**src/design/ffba_pkg.sv**
```systemverilog
// Package with shared constants, types and codes of the first-fit block allocator.
`timescale 1ns / 1ps
package ffba_pkg;
  localparam int unsigned MaxSegmentsDefault = 64;
  localparam int unsigned HeaderBytesDefault = 16;
  localparam int unsigned ArenaLimit         = 65536;

  localparam logic       ReqAlloc = 1'b0;
  localparam logic       ReqFree  = 1'b1;

  localparam logic [1:0] StatusOk      = 2'd0;
  localparam logic [1:0] StatusNoFit   = 2'd1;
  localparam logic [1:0] StatusUnknown = 2'd2;

  // Datapath operations issued by the controller.
  typedef enum logic [4:0] {
    OpNone,
    OpInit,
    OpLatch,
    OpRead,
    OpNext,
    OpTake,
    OpSplitStart,
    OpUpRead,
    OpUpWrite,
    OpSplitLow,
    OpSplitHigh,
    OpFreeHit,
    OpMergePrev,
    OpDownRead,
    OpDownWrite,
    OpShrink,
    OpReadNext,
    OpMergeNext,
    OpPutCur,
    OpPresent
  } op_e;

  typedef struct packed {
    op_e op;
  } ctrl_cmd_t;

  typedef struct packed {
    logic scan_end;   // scan index has reached the segment count
    logic hit;        // the entry just read matches the request
    logic can_split;  // the hit entry should be split
    logic prev_free;  // predecessor exists and is free
    logic has_next;   // a successor of the current entry exists
    logic next_free;  // the successor just read is free
    logic up_end;     // opening a slot for a split is finished
    logic down_end;   // closing the slot of a removed entry is finished
  } dp_status_t;
endpackage

```
**src/design/ffba_controller.sv**
```systemverilog
// Sequencing state machine of the allocator.
`timescale 1ns / 1ps
module ffba_controller (
  input  logic                 clk_i,
  input  logic                 rst_ni,
  input  logic                 cfg_we_i,
  input  logic                 in_valid_i,
  output logic                 in_ready_o,
  output logic                 out_valid_o,
  input  logic                 out_ready_i,
  input  logic                 req_type_i,
  input  ffba_pkg::dp_status_t status_i,
  output ffba_pkg::ctrl_cmd_t  cmd_o
);
  import ffba_pkg::*;

  typedef enum logic [3:0] {
    StInit, StIdle, StRead, StCheck, StUpRd, StUpWr, StSplitHi, StDownRdP, StDownWrP,
    StNext, StNextCheck, StDownRdN, StDownWrN, StPut, StOut
  } state_e;

  state_e state_q, state_d;
  logic   out_valid_q, out_valid_d;

  // A new request may be taken while the previous result is still held.
  assign in_ready_o  = (state_q == StIdle) && !cfg_we_i;
  assign out_valid_o = out_valid_q;

  always_comb begin
    state_d     = state_q;
    out_valid_d = out_valid_q && !out_ready_i;
    cmd_o.op    = OpNone;
    case (state_q)
      StInit: begin
        cmd_o.op = OpInit;
        state_d  = StIdle;
      end
      StIdle: begin
        if (cfg_we_i) begin
          cmd_o.op = OpInit;
        end else if (in_valid_i && in_ready_o) begin
          cmd_o.op = OpLatch;
          state_d  = StRead;
        end
      end
      StRead: begin
        if (status_i.scan_end) begin
          state_d = StOut;
        end else begin
          cmd_o.op = OpRead;
          state_d  = StCheck;
        end
      end
      StCheck: begin
        if (status_i.hit) begin
          if (req_type_i == ReqFree) begin
            if (status_i.prev_free) begin
              cmd_o.op = OpMergePrev;
              state_d  = StDownRdP;
            end else begin
              cmd_o.op = OpFreeHit;
              state_d  = StNext;
            end
          end else if (status_i.can_split) begin
            cmd_o.op = OpSplitStart;
            state_d  = StUpRd;
          end else begin
            cmd_o.op = OpTake;
            state_d  = StOut;
          end
        end else begin
          cmd_o.op = OpNext;
          state_d  = StRead;
        end
      end
      StUpRd: begin
        if (status_i.up_end) begin
          cmd_o.op = OpSplitLow;
          state_d  = StSplitHi;
        end else begin
          cmd_o.op = OpUpRead;
          state_d  = StUpWr;
        end
      end
      StUpWr: begin
        cmd_o.op = OpUpWrite;
        state_d  = StUpRd;
      end
      StSplitHi: begin
        cmd_o.op = OpSplitHigh;
        state_d  = StOut;
      end
      StDownRdP: begin
        if (status_i.down_end) begin
          cmd_o.op = OpShrink;
          state_d  = StNext;
        end else begin
          cmd_o.op = OpDownRead;
          state_d  = StDownWrP;
        end
      end
      StDownWrP: begin
        cmd_o.op = OpDownWrite;
        state_d  = StDownRdP;
      end
      StNext: begin
        if (status_i.has_next) begin
          cmd_o.op = OpReadNext;
          state_d  = StNextCheck;
        end else begin
          state_d = StPut;
        end
      end
      StNextCheck: begin
        if (status_i.next_free) begin
          cmd_o.op = OpMergeNext;
          state_d  = StDownRdN;
        end else begin
          state_d = StPut;
        end
      end
      StDownRdN: begin
        if (status_i.down_end) begin
          cmd_o.op = OpShrink;
          state_d  = StPut;
        end else begin
          cmd_o.op = OpDownRead;
          state_d  = StDownWrN;
        end
      end
      StDownWrN: begin
        cmd_o.op = OpDownWrite;
        state_d  = StDownRdN;
      end
      StPut: begin
        cmd_o.op = OpPutCur;
        state_d  = StOut;
      end
      StOut: begin
        if (!out_valid_q || out_ready_i) begin
          cmd_o.op    = OpPresent;
          out_valid_d = 1'b1;
          state_d     = StIdle;
        end
      end
      default: state_d = StIdle;
    endcase
  end

  always_ff @(posedge clk_i or negedge rst_ni) begin
    if (!rst_ni) begin
      state_q     <= StInit;
      out_valid_q <= 1'b0;
    end else begin
      state_q     <= state_d;
      out_valid_q <= out_valid_d;
    end
  end
endmodule

```
**config.mk**
```make
export PLATFORM = sky130hd
export DESIGN_NAME = ffba_controller
export DESIGN_NICKNAME = d
export VERILOG_FILES = /design/src/design/ffba_pkg.sv /design/src/design/ffba_controller.sv
export SDC_FILE = /design/constraint.sdc
export NUM_CORES = 1
export LEC_CHECK = 0
export ABC_AREA = 1
export BUFFER_PORTS_ARGS = -buffer_cell sky130_fd_sc_hd__buf_2
export CAP_MARGIN = 25
export CORE_MARGIN = 3
export CORE_UTILIZATION = 47
export DETAILED_ROUTE_END_ITERATION = 8
export PLACE_DENSITY = 0.75
export SLEW_MARGIN = 20
export SYNTH_ARGS = -nofsm -noshare
export SYNTH_HDL_FRONTEND = slang
export SYNTH_SLANG_ARGS = --single-unit
```
**constraint.sdc**
```tcl
create_clock -name clk_i -period 2.3 [get_ports clk_i]
set_input_delay 0.46 -clock clk_i [delete_from_list [all_inputs] [get_ports clk_i]]
set_output_delay 0.46 -clock clk_i [all_outputs]
set_load 0.01 [all_outputs]
```
After elaboration in Yosys (flattened, before gate mapping):

Cells that the tools add are included.

* muxes and demuxes: 29
* reductions and logical operators: 12
* equality and inequality tests: 17

Operators with widths (number)
* one-hot mux 5 bit (13 select lines): 1
* one-hot mux 4 bit (13 select lines): 1
* 2-to-1 mux 4 bit: 9
* equality test 4 bit (second input constant): 7
* 2-to-1 mux 5 bit: 5
* equality test 4 x 3 -> 1 bit (second input constant): 4
* 2-to-1 mux 2 bit: 6
* 2-to-1 mux 3 bit: 3
* equality test 4 x 2 -> 1 bit (second input constant): 2
* OR reduction 2 bit: 3
* equality test 4 x 1 -> 1 bit (second input constant): 1
* zero test 4 bit: 1
* 2-to-1 mux 1 bit: 4
* != test 2 bit (second input constant): 2
* logical AND 1 bit: 3
* zero test 1 bit: 3
* AND reduction 3 bit: 1
* != test 2 x 1 -> 1 bit (second input constant): 1
* logical OR 1 bit: 1

* bits of input ports: 14
* flip-flop bits (word level): 5
* output and inout bits: 7
* word-level logic and storage cells: 60

Logic depth before layout (Yosys ltp):

Gate-level depths: netlist of the first run.

* word-level depth: 6
* gate-level depth with buffers: 8
* mapped depth without buffers: 8

Least setup slack after synthesis of the first run:

OpenSTA, ideal clock, no wires.

* path type: register to output
* start: register state_q[0]
* end: output cmd_o[1] (netlist bit)
* setup slack: 653 ps
* stages on the path, launching flop included: 7
* arrival: 1187 ps
* cell sequence: dfrtp_1 -> inv_1 -> nor2_1 -> nand2_1 -> nor2_1 -> nand2_1 -> nand4_1

RTL lines
* start: declaration: line ffba_controller.sv:22 `state_e state_q, state_d;`
* start signal: assignment: line ffba_controller.sv:152 `state_q <= StInit;`
* start signal: assignment: line ffba_controller.sv:155 `state_q <= state_d;`
* end: declaration: line ffba_controller.sv:13 `output ffba_pkg::ctrl_cmd_t cmd_o`

==> impl_metrics.csv, run 1 <==
group,metric,value,unit
yosys,synth_cell_types,15,
clock_network,cts_buffers,3,
floorplanning,die_y,42.4,µm
sta,fin_crit_sh,91.5,%
yosys,synth_top_family_by_area,"simple AND/OR/NAND/NOR gates",
sta,rsz0062_at_grt,"false",
sta,fmax,0.475,GHz
global_routing,antenna_found_initial,0,
placed_design,finalWeightedCongestion,0.986,
worst_setup_path,crit_top_cell,"inv_1",
floorplanning,start_util,53.3,%
detailed_routing,drcViolationCount,0,
sta,slew-limit-headroom,70.5,%
clock_network,cts_buffer_depth,2,
global_routing,overflow,0,
worst_setup_path,r2r_setup_slack,0.83,ns
power_and_ir_drop,power_density,1270,mW/mm²
yosys,syn_inst,118,
sta,report.final.slew_viol_count,0,
yosys,synthMuxAreaShare,0,%
power_and_ir_drop,peakVddDrop,0.000779,V
floorplanning,dieArea,0.00180,mm²
floorplanning,core,0.00117,mm²
yosys,synthSimpleGateAreaFrac,62.1,%
placed_design,io_buffers,20,
sta,setup_tns,0,ns
worst_setup_path,slowest_delay,0.44,ns
yosys,yosys_warnings,0,
cells_and_area,drive_above_1_share,20.3,%
global_routing,grt_max_degree,10,
cells_and_area,diodes,0,
yosys,ys_seq_elements,5,
clock_network,cts_resized,0,
worst_setup_path,worstRegToRegCells,7,
yosys,syn_area,624,µm²
yosys,synth_compound_area_share,7.62,%
detailed_routing,drtAntennaViolNets,0,
cells_and_area,nets,158,
clock_network,cts_sinks,5,
worst_setup_path,slowest_stage,"dfrtp_1",
sta,setup_viol,0,
clock_network,post_cts_buffers,0,
power_and_ir_drop,p_leak,0.498,nW
yosys,synthAdderAreaFrac,0,%
worst_setup_path,criticalPathCategory,"register to output port",
clock_network,clk_latency,0.24,ns
sta,period_needed,2.10,ns
sta,final_hold_viol_count,0,
cells_and_area,finalInstanceArea,776,µm²
yosys,syn-num-nets,132,
yosys,synth-xor-area-share,0,%
placed_design,dp_hpwl,1.46,mm
yosys,avgSynthCellArea,5.29,µm²
detailed_routing,routed_wl,1.74,mm
detailed_routing,via_count,826,
sta,finalClockSkew,0.000592,ns
worst_setup_path,end_kind,"output port",
clock_network,cts-root-buf,"clkbuf_4",
yosys,synth.top_cells.by_area,"nand2_1 23%, dfrtp_1 20%, nor2_1 13%",
floorplanning,rows,12,
detailed_routing,drtIter0Drc,49,
floorplanning,ioPinCount,21,
global_routing,grt_pass1_wl,3.02,mm
worst_setup_path,r2r-end,"state_q[0]",
yosys,synth_top_cell_area_share,23.4,%
cells_and_area,syn2layout_area_growth,24.2,%
clock_network,ctsHoldBuffers,0,
global_routing,grt_pass1_vias,757,
clock_network,cts_tree,"done",
detailed_routing,first_pass_iters,4,
yosys,yosys.area.top_type,"nand2_1",
detailed_routing,via_per_inst,5.26,
worst_setup_path,crit_chain,"inv_1 -> nor2_1 -> nand2_1 -> o21ai_0 -> inv_1 -> nand4_1 -> buf_2",
worst_setup_path,reg2reg_from,"state_q[0]",
yosys,seq_area_frac_synth,20.0,%
placed_design,dpl-instance-area,749,µm²
clock_network,htreeDepth,1,
worst_setup_path,cp-start-kind,"register",
detailed_routing,routedWlPerCell,11.1,µm
outcome,status,"completed",
sta,worstMarginPinSlew,0.441,ns
flow_run,cap_viol_max_count,0,
hold_path,hold_path.class,"input pin to async pin",
worst_setup_path,crit_fanout,5,
worst_setup_path,crit_required,1.84,ns
clock_network,path_clk_slew,0.04,ns
floorplanning,die_width,42.4,µm
worst_setup_path,arrival,1.64,ns
global_routing,grt_usage,21.1,%
[kinds of logic (layout without fill, tap and decap cells)]
kind of cell,count (synthesis),in the layout
compound gates,9,9
simple gates,87,87
buf+inv,17,42
flops,5,5
[placed cells by master (no fill, tap or decap)]
| cell | n |
|---|---|
| nor3_1 | 3 |
| nand3_1 | 14 |
| buf_2 | 20 |
| o211ai_1 | 1 |
| clkbuf_1 | 1 |
| o21ai_0 | 4 |
| dfrtp_1 | 5 |
| nand2_1 | 39 |
| nor2_2 | 1 |
| nor2_4 | 2 |
| inv_1 | 16 |
| nand4_1 | 5 |
| buf_4 | 1 |
| clkbuf_4 | 3 |
| a21oi_1 | 4 |
| nor2_1 | 21 |
| inv_2 | 1 |
| nand3b_1 | 1 |
| nand3_2 | 1 |
[per-stage QoR]
stage               cells  hold slack, ns  power, mW  worst slack, ns  utilization [%]
floorplan             118           0.164      0.659            0.653                -
global placement      153           0.275      0.868            0.523             64.0
detailed placement    153           0.279      0.867            0.487             64.0
CTS                   157          0.0224      0.976            0.232             66.2
global route          157          0.0268       1.10           0.0684             66.2
finish                157          0.0236      0.986            0.195             66.2
[worst max-delay path, delay by kind of cell (launching register included)]
family / cells / cell delay (ns)
buffers and inverters: 3 / 0.26
DFF: 1 / 0.44
AOI/OAI and AO/OA: 1 / 0.17
and+or+nand+nor: 3 / 0.53
[per-layer routing]
layer,global-route usage (%),vias up,wire [µm]
li1,-,429,-
met1,28.9,346,756
met2,30.1,51,770
met3,8.15,0,217
met4,6.21,0,0
met5,0,-,0
[registers in the layout, summed over array words and instances (netlist names)]
name / cells
out_valid_o: 1
state_q: 4
[where the power goes]
group	switching (mW)	internal (mW)	total, mW
registers	0.0552	0.128	0.183
logic	0.444	0.256	0.700
clock network	0.0366	0.0656	0.102
[synthesized netlist by cell type, drive strengths merged]
library cell and number:
nor3 3, o21ai 4, a21oi 4, nor2 24, nand3b 1, inv 17, nand3 15, nand2 39
o211ai 1, dfrtp 5, nand4 5
[layout make-up]
| cell class | instances | area, µm² |
|---|---|---|
| clock buffer | 4 | 26.3 |
| fill | 112 | 395 |
| inverter | 17 | 63.8 |
| multi-input combinational | 96 | 435 |
| sequential | 5 | 125 |
| tap | 14 | 17.5 |
| timing repair buffer | 21 | 108 |
[worst max path at each step]
stage	startpoint	to	depth (start not counted)
global route	state_q[0]	cmd_o[1]	6
CTS	state_q[0]	cmd_o[0]	7
detailed placement	out_ready_i	cmd_o[1]	8
global placement	state_q[0]	cmd_o[0]	7
finish	state_q[0]	cmd_o[0]	7
floorplan	state_q[0]	cmd_o[1]	6
Power figures use the tool's default switching activity.
==> run 2, diff against run 1 <==
- clock period: 2.3 -> 2.4 ns (I/O delays scaled with it)
==> run 2 against run 1 <==
Against the previous run: register-to-register slack about the same; clock power about the same; first-iteration DRC count increased by 4.1%; sequential power decreased by 3%; critical path depth decreased by 1; largest cell class unchanged; non-clock buffer count decreased by 1; final cell count decreased by 0.64%; sequential share of layout area increased by 0.16 points; global-route usage increased by 0.89 points; critical endpoint is now cmd_o[1]; critical path type unchanged.
==> impl_metrics.csv, run 2 (same netlist as run 1, synthesis figures left out) <==
group,metric,value,unit
outcome,status,"completed",
detailed_routing,via_count,880,
sta,final_hold_viol_count,0,
floorplanning,dieArea,0.00180,mm²
worst_setup_path,cp_top_family,"simple AND/OR/NAND/NOR gates",
cells_and_area,nFillCells,123,
sta,period_needed,2.21,ns
power_and_ir_drop,power_density,1240,mW/mm²
sta,finalClockSkew,0.00656,ns
worst_setup_path,crit_chain,"nor2_1 -> nand3_1 -> nand3_1 -> nor2_1 -> nand4_1 -> buf_2",
cells_and_area,syn2layout_area_growth,23.0,%
clock_network,cts-root-buf,"clkbuf_4",
clock_network,htreeDepth,1,
detailed_routing,routedWlPerCell,12.1,µm
worst_setup_path,crit_required,1.92,ns
clock_network,cts_buffers,3,
sta,worstMarginPinSlew,0.490,ns
sta,rsz0062_at_grt,"false",
cells_and_area,finalCoreUtilization,65.6,%
cells_and_area,final_cell_mix,"39 x nand2_1, 21 x nor2_1, 20 x buf_2, 16 x inv_1, 14 x nand3_1",
global_routing,grt_max_degree,10,
sta,setup_tns,0,ns
worst_setup_path,crit_buf_inv,1,
global_routing,grt_usage,22.0,%
floorplanning,start_util,53.3,%
global_routing,grt_pass1_vias,722,
detailed_routing,first_pass_iters,4,
detailed_routing,drcViolationCount,0,
cells_and_area,drive_above_1_share,19.7,%
cells_and_area,nets,157,
worst_setup_path,slowest_delay,0.45,ns
global_routing,overflow,0,
clock_network,cts_sinks,5,
clock_network,path_clk_slew,0.05,ns
hold_path,hold_path.class,"input pin to async pin",
sta,fin_crit_sh,92.2,%
sta,report.final.slew_viol_count,0,
clock_network,cts_tree,"done",
cells_and_area,layout_commonest_cell,"nand2_1",
floorplanning,die_y,42.4,µm
global_routing,grt_pass1_wl,3.00,mm
floorplanning,ioPinCount,21,
placed_design,finalWeightedCongestion,0.995,
clock_network,cts_buffer_depth,2,
power_and_ir_drop,p_leak,0.493,nW
placed_design,io_buffers,20,
cells_and_area,diodes,0,
clock_network,ctsHoldBuffers,0,
placed_design,dp_hpwl,1.49,mm
cells_and_area,largest_register_ffs,4,
sta,slew-limit-headroom,67.2,%
worst_setup_path,arrival,1.73,ns
floorplanning,die_width,42.4,µm
detailed_routing,drtIter0Drc,51,
clock_network,post_cts_buffers,0,
flow_run,cap_viol_max_count,0,
worst_setup_path,cp-start-kind,"register",
sta,setup_viol,0,
cells_and_area,regMostFlops,"state_q",
detailed_routing,routed_wl,1.88,mm
worst_setup_path,slowest_stage,"dfrtp_1",
floorplanning,rows,12,
global_routing,antenna_found_initial,0,
worst_setup_path,criticalPathCategory,"register to output port",
power_and_ir_drop,peakVddDrop,0.000777,V
worst_setup_path,crit_fanout,7,
sta,fmax,0.452,GHz
clock_network,clk_latency,0.26,ns
clock_network,cts_resized,0,
detailed_routing,via_per_inst,5.64,
detailed_routing,drtAntennaViolNets,0,
floorplanning,core,0.00117,mm²
worst_setup_path,end_kind,"output port",
## run 2: worst paths after layout
kind                               endpoint  slack (ns)         from  cells past startpoint
worst min register to register  out_valid_o        0.62  out_valid_o                      4
worst max register to register   state_q[1]        0.83   state_q[0]                      6
worst min-delay path             state_q[2]        0.02       rst_ni                      1
worst max-delay path               cmd_o[1]        0.19   state_q[0]                      6
min in group clk_i              out_valid_o        0.51  out_ready_i                      4
max in group asynchronous        state_q[1]        2.24       rst_ni                      1
## run 2: per-stage QoR
step	area [µm²]	power, mW	hold slack [ns]	setup slack [ns]	std cells
after detailed placement	742	0.829	0.298	0.506	152
after global placement	742	0.824	0.297	0.533	152
after global routing	768	1.05	0.0173	0.0785	156
final	768	0.954	0.0240	0.188	156
after floorplan	624	0.632	0.184	0.733	118
after CTS	768	0.941	0.0202	0.218	156
## run 2: cell type report
cell class	instances	area, µm²	area share, %
Multi-Input combinational cell	96	435	56.7
Sequential cell	5	125	16.3
Timing Repair Buffer	20	100	13.0
Inverter	17	63.8	8.31
Clock buffer	4	26.3	3.42
Tap cell	14	17.5	2.28
## run 2: per-layer routing
layer  track usage, %  part of all wire, %
met5                0                    0
met4             13.7                  2.0
met3             5.15                   10
met2             31.3                   44
met1             29.2                   44
## run 2: where the power goes
group / internal [mW] / switching [mW] / leakage [nW]
clock: 0.0633 / 0.0412 / 0.0150
combinational: 0.232 / 0.440 / 0.415
sequential: 0.123 / 0.0543 / 0.0632
total: 0.419 / 0.536 / 0.493
==> run 3, diff against run 2 <==
- ABC_AREA: 1 -> 0
- PLACE_DENSITY: 0.75 -> 0.74
==> run 3 against run 2 <==
Against the previous run: register-to-register slack improved by 0.10 ns; synthesized cell count shrank 19%; clock skew decreased by 0.0055 ns; critical path depth shrank 1; via count is 10% lower; clock power down 5%; die area up 7.9%; final cell count down 19%; routed wire length shrank 6.0%; sequential share of layout area increased by 0.33 points.
==> impl_metrics.csv, run 3 <==
group,metric,value,unit
global_routing,overflow,0,
power_and_ir_drop,pwr-share-clk,9.2,%
worst_setup_path,arrival,1.72,ns
power_and_ir_drop,swShare,52.0,%
yosys,synth_cell_types,40,
sta,hold_ws,0.0394,ns
sta,slew-limit-headroom,75.8,%
floorplanning,core,0.00133,mm²
cells_and_area,regMostFlops,"state_q",
yosys,syn_area,682,µm²
yosys,synth_most_common_cell,"nand2_1",
yosys,synth_top_cell_area_share,18.3,%
placed_design,dp.cells,122,
detailed_routing,drtAntennaViolNets,0,
sta,fin_crit_sh,91.5,%
clock_network,cts_sinks,5,
sta,worstMarginPinSlew,0.363,ns
clock_network,htreeDepth,1,
floorplanning,rows,13,
yosys,synthTopCellsByCount,"8 x nand2_1, 7 x nor2b_1, 6 x buf_2, 6 x nor2_1, 6 x o21ai_0",
clock_network,cts_tree,"done",
yosys,synthFlopType,"dfrtp_1",
placed_design,dp_hpwl,1.32,mm
sta,rsz0062_at_grt,"false",
cells_and_area,layout_commonest_cell,"buf_2",
sta,setup_tns,0,ns
flow_run,cap_viol_max_count,0,
detailed_routing,first_pass_iters,4,
floorplanning,dieArea,0.00194,mm²
power_and_ir_drop,power.share.sequential,28.1,%
yosys,syn-num-nets,109,
sta,fmax,0.455,GHz
worst_setup_path,crit_fanout,19,
power_and_ir_drop,power_density,1390,mW/mm²
yosys,syn_inst,95,
cells_and_area,largest_register_ffs,4,
worst_setup_path,slowest_stage,"dfrtp_2",
worst_setup_path,reg2reg_from,"state_q[2]",
yosys,synth_edf_count,0,
detailed_routing,routedWlPerCell,14.0,µm
sta,report.final.slew_viol_count,0,
power_and_ir_drop,peakVddDrop,0.000679,V
detailed_routing,via_per_inst,6.29,
sta,finalClockSkew,0.00108,ns
worst_setup_path,cp-start-kind,"register",
worst_setup_path,crit_required,1.92,ns
yosys,avgSynthCellArea,7.18,µm²
worst_setup_path,r2r-end,"state_q[0]",
worst_setup_path,end_kind,"output port",
floorplanning,ioPinCount,21,
global_routing,grt_max_degree,24,
power_and_ir_drop,power.internal,0.521,mW
hold_path,hold_path.class,"input pin to async pin",
detailed_routing,drcViolationCount,0,
worst_setup_path,criticalPathCategory,"register to output port",
clock_network,ctsHoldBuffers,0,
cells_and_area,nets,126,
floorplanning,die_y,44.1,µm
global_routing,grt_pass1_wl,2.96,mm
yosys,yosys_warnings,0,
sta,final_hold_viol_count,0,
power_and_ir_drop,p_comb_share,62.7,%
cells_and_area,nFillCells,137,
clock_network,post_cts_buffers,0,
cells_and_area,syn2layout_area_growth,14.9,%
sta,period_needed,2.20,ns
detailed_routing,via_count,792,
power_and_ir_drop,total_power,1.08,mW
cells_and_area,diodes,0,
worst_setup_path,crit_chain,"nand2_2 -> nor3_2 -> nand4b_1 -> o211ai_1 -> buf_2",
floorplanning,die_width,44.1,µm
power_and_ir_drop,power_switching,0.564,mW
global_routing,grt_pass1_vias,681,
worst_setup_path,crit_buf_inv,1,
placed_design,finalWeightedCongestion,0.836,
placed_design,io_buffers,20,
yosys,ys_seq_elements,5,
detailed_routing,drtIter0Drc,42,
yosys,synth.top_cells.by_area,"dfrtp_1 18%, nor2b_1 6.4%, buf_2 4.4%",
outcome,status,"completed",
yosys,async_flop_share,100,%
clock_network,cts-root-buf,"clkbuf_4",
global_routing,antenna_found_initial,0,
sta,setup_viol,0,
yosys,seq_area_frac_synth,18.3,%
worst_setup_path,slowest_delay,0.52,ns
global_routing,grt_usage,20.0,%
cells_and_area,final_cell_mix,"20 x buf_2, 8 x nand2_1, 7 x nor2b_1, 6 x nor2_1, 6 x o21ai_0",
clock_network,cts_buffer_depth,2,
floorplanning,start_util,51.1,%
cells_and_area,layout.cells.non_filler,126,
worst_setup_path,r2r_setup_slack,0.93,ns
clock_network,path_clk_slew,0.04,ns
detailed_routing,routed_wl,1.77,mm
power_and_ir_drop,p_leak,0.322,nW
clock_network,clk_latency,0.24,ns
yosys,yosys.area.top_type,"dfrtp_1",
worst_setup_path,worstRegToRegCells,4,
worst_setup_path,cp_top_family,"simple AND/OR/NAND/NOR gates",
clock_network,cts_buffers,3,
cells_and_area,register_area,130,µm²
cells_and_area,drive_above_1_share,27.9,%
cells_and_area,multi_input_area,489,µm²
-- run 3: cell count changes after synthesis, moves of 4 or more --
cell,before,now
nand2_1,39,8
nor2_1,21,6
inv_1,16,3
nand3_1,14,5
nor2b_1,0,7
buf_2,0,6
a31oi_1,0,4
nand4_1,5,1
-- run 3: final cells by class --
cell class	instances	area share [%]
flip-flops and latches	5	16.6
clock buffers	4	3.35
multi-input cells	78	62.5
well taps	15	2.40
repair buffers	21	13.7
inverters	3	1.44
-- run 3: how the worst max path moves through the flow --
stage,startpoint,end,slack (ns),cells past startpoint
final,state_q[1],cmd_o[0],0.20,5
after global routing,state_q[1],cmd_o[0],0.07,5
after CTS,state_q[1],cmd_o[0],0.04,5
after detailed placement,state_q[1],cmd_o[0],0.30,5
after global placement,req_type_i,cmd_o[1],0.37,6
after floorplan,status_i[5],cmd_o[1],0.66,4
-- run 3: repair_timing --
action | CTS | global route
gates resized for setup | 0 | 4
setup endpoints to repair | 0 | 4
endpoints found under the hold margin | 0 | 0
-- run 3: power groups by stage --
stage	Sequential, mW	Combinational [mW]	Clock, mW
global route	0.327	0.763	0.111
global placement	0.294	0.671	0
finish	0.305	0.681	0.0993
floorplan	0.160	0.671	0
detailed placement	0.295	0.675	0
CTS	0.294	0.680	0.101
-- run 3: kinds of logic after synthesis --
kind of cell    synth area share (%)
simple gates                    36.2
buf+inv                         9.91
flops                           18.3
compound gates                  34.3
xor+xnor                        1.28
-- run 3: through the flow --
step / worst slack, ns / instance area (µm²) / util, %
global placement: 0.372 / 752 / 56.4
CTS: 0.0393 / 778 / 58.3
global route: 0.0743 / 783 / 58.7
floorplan: 0.657 / 682 / -
detailed placement: 0.302 / 752 / 56.4
finish: 0.204 / 783 / 58.7
-- run 3: layer usage --
| layer | GRT usage [%] | share of wire (%) | up-vias | wire [µm] |
|---|---|---|---|---|
| met5 | 0 | 0 | - | 0 |
| met4 | 4.22 | 0 | 0 | 0 |
| met3 | 4.88 | 9.6 | 0 | 169 |
| met2 | 30.5 | 47 | 38 | 833 |
| met1 | 28.5 | 43 | 361 | 764 |
| li1 | - | - | 393 | - |
